==> config.mk <==
export PLATFORM = sky130hd
export DESIGN_NAME = hamming_16_11_extract_and_pack_top
export DESIGN_NICKNAME = d
export VERILOG_FILES = /design/src/hdl/h1611_pkg.sv /design/src/hdl/h1611_extract.sv /design/src/hdl/h1611_pack.sv /design/src/hdl/h1611_rsp_stage.sv /design/src/hdl/hamming_16_11_extract_and_pack_top.sv
export VERILOG_INCLUDE_DIRS = /design/src /design/src/hdl
export SDC_FILE = /design/constraint.sdc
export NUM_CORES = 1
export LEC_CHECK = 0
export ABC_AREA = 0
export BUFFER_PORTS_ARGS = -buffer_cell sky130_fd_sc_hd__buf_2
export CAP_MARGIN = 30
export CELL_PAD_IN_SITES_DETAIL_PLACEMENT = 0
export CELL_PAD_IN_SITES_GLOBAL_PLACEMENT = 1
export CORE_MARGIN = 2
export CORE_UTILIZATION = 42
export CTS_CLUSTER_DIAMETER = 120
export DETAILED_ROUTE_END_ITERATION = 8
export PLACE_DENSITY_LB_ADDON = 0.1
export SETUP_SLACK_MARGIN = 0.15
export SYNTH_ARGS = -nofsm -noshare
export SYNTH_HDL_FRONTEND = slang
export SYNTH_SLANG_ARGS = --single-unit
==> constraint.sdc <==
create_clock -name clock -period 6 [get_ports clock]
set_input_delay 0.6 -clock clock [delete_from_list [all_inputs] [get_ports clock]]
set_output_delay 0.6 -clock clock [all_outputs]
set_load 0.01 [all_outputs]
==> src/hdl/hamming_16_11_extract_and_pack_top_assert.svh <==
// Assertion macros for the extract-and-pack modules, used by h1611_pack.
`ifndef HAMMING_16_11_EXTRACT_AND_PACK_TOP_ASSERT_SVH
`define HAMMING_16_11_EXTRACT_AND_PACK_TOP_ASSERT_SVH

`ifndef SYNTHESIS

// Same-cycle implication: when ante holds, cons must hold.
`define H1611_ASSERT_IMP(lbl, clk, rst, ante, cons, msg) \
   lbl: assert property (@(posedge clk) disable iff (rst) (ante) |-> (cons)) \
      else $error(msg);

// Next-cycle implication: when ante holds, cons must hold in the next cycle.
`define H1611_ASSERT_NXT(lbl, clk, rst, ante, cons, msg) \
   lbl: assert property (@(posedge clk) disable iff (rst) (ante) |=> (cons)) \
      else $error(msg);

`else

`define H1611_ASSERT_IMP(lbl, clk, rst, ante, cons, msg)
`define H1611_ASSERT_NXT(lbl, clk, rst, ante, cons, msg)

`endif

`endif

==> src/hdl/h1611_pkg.sv <==
// Types and constants for the Hamming (16,11) extract-and-pack block.
package h1611_pkg;

   localparam int DATA_BITS = 11;
   localparam int WORD_BITS = 16;
   localparam int PEND_BITS = 15;
   localparam int CNT_BITS  = 4;
   localparam int VB_BITS   = 5;
   localparam int ACC_BITS  = PEND_BITS + DATA_BITS;

   // Codeword positions that carry data, in stream order.
   localparam logic [3:0] DATA_POS [DATA_BITS] = '{
      4'd3, 4'd5, 4'd6, 4'd7, 4'd9, 4'd10, 4'd11, 4'd12, 4'd13, 4'd14, 4'd15
   };

   typedef struct packed {
      logic [WORD_BITS-1:0] packed_word;
      logic [VB_BITS-1:0]   valid_bits;
      logic                 message_end;
   } rsp_item_type;

   // Results of one request, handed to the response stage.
   typedef struct packed {
      logic         load;
      logic         two;
      rsp_item_type first;
      rsp_item_type second;
   } rsp_pair_type;

endpackage

==> src/hdl/h1611_extract.sv <==
// Pulls the eleven data bits out of one extended Hamming codeword.
module h1611_extract (
   input  logic [h1611_pkg::WORD_BITS-1:0] codeword,
   output logic [h1611_pkg::DATA_BITS-1:0] data_bits
);
   import h1611_pkg::*;

   // Position p sits at word bit 15-p; the first position lands in the MSB.
   for (genvar k = 0; k < DATA_BITS; k++) begin : g_bit
      assign data_bits[DATA_BITS-1-k] = codeword[4'd15 - DATA_POS[k]];
   end

endmodule

==> src/hdl/h1611_pack.sv <==
// Input register, bit accumulator, results: one codeword per cycle unless stalled.
`include "hamming_16_11_extract_and_pack_top_assert.svh"

module h1611_pack (
   input  logic                            clock,
   input  logic                            reset,
   input  logic                            req_tvalid,
   output logic                            req_tready,
   input  logic [h1611_pkg::WORD_BITS-1:0] req_codeword,
   input  logic                            req_last,
   input  logic                            out_free,
   output h1611_pkg::rsp_pair_type         pair
);
   import h1611_pkg::*;

   logic                 in_valid_ff;
   logic [WORD_BITS-1:0] in_cw_ff;
   logic                 in_last_ff;
   logic [PEND_BITS-1:0] pend_bits_ff, pend_bits_in;
   logic [CNT_BITS-1:0]  pend_cnt_ff, pend_cnt_in;

   logic [DATA_BITS-1:0] data_bits;
   logic [ACC_BITS-1:0]  acc, acc_shift, acc_mask, acc_left;
   logic                 full, flush_need, have_res, advance;
   logic [CNT_BITS-1:0]  rem, left_cnt;
   logic [PEND_BITS-1:0] left_bits;
   logic [WORD_BITS-1:0] flush_word;
   rsp_item_type         full_res, flush_res;

   h1611_extract u_extract (
      .codeword  (in_cw_ff),
      .data_bits (data_bits)
   );

   always_comb begin
      acc        = {pend_bits_ff, data_bits};
      full       = (pend_cnt_ff >= 4'd5);
      rem        = pend_cnt_ff - 4'd5;
      acc_shift  = acc >> rem;
      acc_mask   = (ACC_BITS'(1) << rem) - ACC_BITS'(1);
      acc_left   = full ? (acc & acc_mask) : acc;
      left_bits  = acc_left[PEND_BITS-1:0];
      left_cnt   = full ? rem : (pend_cnt_ff + 4'd11);
      flush_need = in_last_ff && (left_cnt != '0);
      flush_word = WORD_BITS'({1'b0, left_bits} << (5'd16 - {1'b0, left_cnt}));

      full_res.packed_word  = acc_shift[WORD_BITS-1:0];
      full_res.valid_bits   = 5'd16;
      full_res.message_end  = in_last_ff && (left_cnt == '0);
      flush_res.packed_word = flush_word;
      flush_res.valid_bits  = {1'b0, left_cnt};
      flush_res.message_end = 1'b1;

      have_res = full || flush_need;
      advance  = in_valid_ff && (!have_res || out_free);

      pair.load   = advance && have_res;
      pair.two    = full && flush_need;
      pair.first  = full ? full_res : flush_res;
      pair.second = flush_res;

      // Drop everything after the last codeword so the next one starts afresh.
      pend_bits_in = in_last_ff ? '0 : left_bits;
      pend_cnt_in  = in_last_ff ? '0 : left_cnt;
   end

   assign req_tready = !in_valid_ff || advance;

   always_ff @(posedge clock) begin
      if (reset) begin
         in_valid_ff  <= 1'b0;
         pend_bits_ff <= '0;
         pend_cnt_ff  <= '0;
      end else begin
         if (req_tvalid && req_tready) begin
            in_valid_ff <= 1'b1;
         end else if (advance) begin
            in_valid_ff <= 1'b0;
         end
         if (advance) begin
            pend_bits_ff <= pend_bits_in;
            pend_cnt_ff  <= pend_cnt_in;
         end
      end
   end

   always_ff @(posedge clock) begin
      if (req_tvalid && req_tready) begin
         in_cw_ff   <= req_codeword;
         in_last_ff <= req_last;
      end
   end

   `H1611_ASSERT_IMP(a_pend_clean, clock, reset, 1'b1,
      (pend_bits_ff >> pend_cnt_ff) == '0, "pending bits above count")
   `H1611_ASSERT_NXT(a_last_empties, clock, reset, advance && in_last_ff,
      pend_cnt_ff == '0, "pending bits left after last request")
   `H1611_ASSERT_IMP(a_load_free, clock, reset, pair.load, out_free,
      "results loaded into a busy response stage")

endmodule

==> src/hdl/h1611_rsp_stage.sv <==
// Response register that holds up to two results and hands them out in order.
module h1611_rsp_stage (
   input  logic                                clock,
   input  logic                                reset,
   input  h1611_pkg::rsp_pair_type             pair,
   output logic                                out_free,
   output logic                                rsp_tvalid,
   input  logic                                rsp_tready,
   output h1611_pkg::rsp_item_type             rsp_item
);
   import h1611_pkg::*;

   logic         valid_ff;
   logic         two_ff;
   logic         sel_ff;
   rsp_item_type first_ff;
   rsp_item_type second_ff;
   logic         last_out;

   // The stage empties on this edge when its final result is taken.
   assign last_out   = sel_ff || !two_ff;
   assign out_free   = !valid_ff || (rsp_tready && last_out);
   assign rsp_tvalid = valid_ff;
   assign rsp_item   = sel_ff ? second_ff : first_ff;

   always_ff @(posedge clock) begin
      if (reset) begin
         valid_ff <= 1'b0;
         sel_ff   <= 1'b0;
         two_ff   <= 1'b0;
      end else begin
         if (pair.load) begin
            valid_ff <= 1'b1;
            sel_ff   <= 1'b0;
            two_ff   <= pair.two;
         end else if (valid_ff && rsp_tready) begin
            if (last_out) begin
               valid_ff <= 1'b0;
               sel_ff   <= 1'b0;
            end else begin
               sel_ff <= 1'b1;
            end
         end
      end
   end

   always_ff @(posedge clock) begin
      if (pair.load) begin
         first_ff  <= pair.first;
         second_ff <= pair.second;
      end
   end

endmodule

==> src/hdl/hamming_16_11_extract_and_pack_top.sv <==
// Top level of the extended Hamming (16,11) data extract-and-pack block.
//
//   channel   dir   tdata (low bit up)                     tlast
//   req_      in    codeword[15:0]                         is_last
//   rsp_      out   packed_word[15:0], valid_bits[20:16]   message_end
//
// One request per cycle unless the response side stalls: an accepted codeword passes
// through the input register, and its results load into the response register to be taken.
// A last codeword that completes a word and leaves a remainder yields two results; a
// following request that has a result waits while the second drains.
// Under response stall, requests without a result still pass; req_tready drops once
// the input register holds one that has a result. Reset is synchronous and empties all.
module hamming_16_11_extract_and_pack_top (
   input  logic        clock,
   input  logic        reset,
   input  logic        req_tvalid,
   output logic        req_tready,
   input  logic [15:0] req_tdata,   // codeword[15:0]
   input  logic        req_tlast,
   output logic        rsp_tvalid,
   input  logic        rsp_tready,
   output logic [23:0] rsp_tdata,   // packed_word[15:0], valid_bits[20:16], zero[23:21]
   output logic        rsp_tlast
);
   import h1611_pkg::*;

   rsp_pair_type pair;
   rsp_item_type rsp_item;
   logic         out_free;

   h1611_pack u_pack (
      .clock        (clock),
      .reset        (reset),
      .req_tvalid   (req_tvalid),
      .req_tready   (req_tready),
      .req_codeword (req_tdata),
      .req_last     (req_tlast),
      .out_free     (out_free),
      .pair         (pair)
   );

   h1611_rsp_stage u_rsp (
      .clock      (clock),
      .reset      (reset),
      .pair       (pair),
      .out_free   (out_free),
      .rsp_tvalid (rsp_tvalid),
      .rsp_tready (rsp_tready),
      .rsp_item   (rsp_item)
   );

   assign rsp_tdata = {3'b000, rsp_item.valid_bits, rsp_item.packed_word};
   assign rsp_tlast = rsp_item.message_end;

endmodule
==> run_results.csv <==
group,metric,value,unit
run_status,outcome,"completed",
cells_and_area,multi_input_area,3450,um^2
timing,max_clock_freq,201,MHz
cts,cts_root_buffer,"clkbuf_16",
yosys,ys_seq_area_frac,0.357,
cts,cts_tree,"yes",
cells_and_area,drive_gt1_frac,0.199,
timing,setup_viol,0,
cells_and_area,insertedDiodeCount,0,
placement,dpl.cell_count,844,
die,core_area,13700,um^2
grt,grt_pass1_vias,4798,
cts,cts_setup_buffers,0,
timing,hold_viol,0,
yosys,synth_cells,669,
timing,period_share,0.828,
yosys,synthDominantCellAreaShare,0.278,
yosys,synth_ff_type,"edfxtp_1",
yosys,ys_ff_latch,77,
timing,fin_setup_tns,0,ns
critical_path,cpPeakStageDelay,0.78,ns
timing,fin_ws,1.03,ns
pwr,powerDensity,242,nW/um^2
die,die_y,122,um
routing,drt-total-wl,18000,um
timing,finalHoldWorstSlack,0.424,ns
critical_path,worstSetupStartpointType,"flop",
yosys,ys_top_cells_by_area,"edfxtp_1, dfxtp_1, mux2_2",
grt,antenna_found_initial,0,
die,rows,43,
routing,ant_nets,0,
pwr,finalPower,1.56,mW
timing,skew,0.00926,ns
grt,overflow,0,
cells_and_area,regArea,2080,um^2
routing,dr.pass1.iters,5,
cells_and_area,final.fill_count,1357,
critical_path,crit_chain,"inv_1 -> ha_1 -> buf_4 -> nand2b_1 -> o32ai_4 -> nand2_1 -> ha_1 -> or4b_2 -> a21oi_1 -> a221o_1 -> a211o_1 -> nand2_1 -> o221ai_1 -> and2_1 -> nor2_1 -> o31ai_1",
yosys,yosysTopAreaCell,"edfxtp_1",
timing,worst_slew_pin_slew,0.924,ns
die,start_util,0.425,
timing,fin_crit,4.97,ns
yosys,synth_edf_count,54,
yosys,ys.warnings.count,0,
cts,clock_latency,0.35,ns
cts,cts-hold-fix-buffers,0,
critical_path,worst_ep_required_time,6.17,ns
cells_and_area,utilization,0.470,
timing,rsz0062_at_grt,"false",
die,ios,48,
cts,clk_pin_slew,0.07,ns
routing,viasPerCell,6.13,
cells_and_area,nNetsFinal,703,
critical_path,end_kind,"flop",
yosys,syn_avg_cell_area,8.72,um^2
placement,place_ws,1.15,ns
grt,grt_usage,0.254,
routing,drt_iter0_markers,548,
flow_run,drv_cap,0,
critical_path,critical_path_class,"reg2reg",
cts,cts_sinks,77,
die,dieWidth,122,um
placement,post_dp_cell_area,6140,um^2
routing,vias,5269,
critical_path,crit_fanout,21,
pwr,p_leak,2.25,nW
critical_path,cp.arrival,5.14,ns
placement,io_buffer_count,39,
placement,place_congestion,0.944,
routing,wl_per_cell,20.9,um
grt,grt_max_degree,52,
die,die-area,14800,um^2
cells_and_area,design_area,6440,um^2
cells_and_area,area_growth_syn_to_layout,10.5,%
cells_and_area,stdcell_count,860,
yosys,synthDistinctLibCells,83,
cts,cts.htree.levels,3,
hold_path,hp-class,"in2reg",
pwr,irDropWorstVdd,0.000100,V
cts,clockBufferDepth,2,
timing,drv_slew,0,
grt,grt_pass1_wl,28300,um
timing,relSlewSlack,0.383,
critical_path,slowest_stage,"dfxtp_1",
placement,dp.final_hpwl,13000,um
yosys,syn_area,5830,um^2
cts,ctsResizeCount,0,
yosys,async_flop_share,0,
routing,drc,0,
cts,cts_buffers,9,
logic make-up (layout without fill, tap and decap cells):
group,after synthesis,count (layout),share of synthesized area
XOR/XNOR,6,6,0.0135
AND/OR/NAND/NOR,247,247,0.202
other,1,3,0.000643
multiplexers,49,49,0.103
buffers and inverters,77,86,0.0564
AO/OA/AOI/OAI,205,205,0.253
flip-flops,77,77,0.357
adder cells (fa/ha/maj),7,7,0.0150
critical path: cells and delay by family (launching register included):
kind / cells / cell delay (ns)
and+or+nand+nor: 6 / 1.42
AOI/OAI and AO/OA: 6 / 1.58
adders and majority gates: 2 / 0.58
buffers and inverters: 2 / 0.42
DFF: 1 / 0.78
layout by cell type (no fill, tap or decap), types with 18 or more instances in the layout:
cell,Yosys,layout
o211ai_1,20,20
dfxtp_1,23,22
nand3_1,18,18
nor3_1,27,27
nor2_1,72,71
nand2_1,75,75
o21ai_0,34,34
edfxtp_1,54,54
buf_2,8,39
a21oi_1,49,48
mux2_2,28,28
synthesized netlist by cell type (all sizes together), types with 4 or more instances:
master,number
nor4,5
buf,22
o21a,4
nor3b,7
nand2,75
a21o,4
and2,10
nor2,72
o21ai,43
edfxtp,54
ha,7
mux4,6
nor2b,8
a21oi,51
clkbuf,38
mux2i,15
a22oi,4
dfxtp,23
inv,17
a211oi,11
o32ai,6
xnor2,4
nand3,18
nor3,30
mux2,28
or2,4
o31ai,8
a31oi,8
o22ai,5
o211ai,20
nand2b,8
per-layer routing:
layer | track usage | wire (um) | up-vias | part of all wire
met5 | 0 | 0 | - | 0
met4 | 0.0970 | 468 | 0 | 0.026
met3 | 0.0449 | 1140 | 30 | 0.064
met2 | 0.377 | 8120 | 192 | 0.45
met1 | 0.369 | 8270 | 2538 | 0.46
li1 | - | - | 2509 | -
flip-flops by register name, indices dropped and copies added, names as in the netlist:
signal               count
u_rsp.first_ff          22
u_rsp.second_ff         20
u_pack.pend_bits_ff     15
u_pack.in_cw_ff         11
u_pack.pend_cnt_ff       4
u_pack.in_last_ff        1
u_pack.in_valid_ff       1
u_rsp.rsp_tvalid         1
u_rsp.sel_ff             1
u_rsp.two_ff             1
layout make-up:
cell class | instances | share of cell area
Clock buffer | 9 | 0.0349
Clock inverter | 7 | 0.0126
Inverter | 17 | 0.00990
Multi-Input combinational cell | 517 | 0.535
Sequential cell | 77 | 0.323
Tap cell | 180 | 0.0349
Timing Repair Buffer | 53 | 0.0497
worst paths after layout:
| check | startpoint | cells after the start | slack (ns) | to |
|---|---|---|---|---|
| hold / removal | req_tdata[12] | 1 | 0.42 | u_pack.in_cw_ff[12] |
| setup / recovery | u_pack.pend_cnt_ff[1] | 16 | 1.03 | u_rsp.first_ff[10] |
| setup reg to reg | u_pack.pend_cnt_ff[1] | 16 | 1.03 | u_rsp.first_ff[10] |
| hold reg to reg | u_rsp.two_ff | 2 | 0.49 | u_rsp.two_ff |
power by group:
| group | switching [mW] | internal (mW) | total (mW) |
|---|---|---|---|
| logic | 0.237 | 0.133 | 0.370 |
| clock network | 0.235 | 0.328 | 0.562 |
| registers | 0.0226 | 0.606 | 0.629 |
No activity file was read; power rests on OpenSTA's default activity.
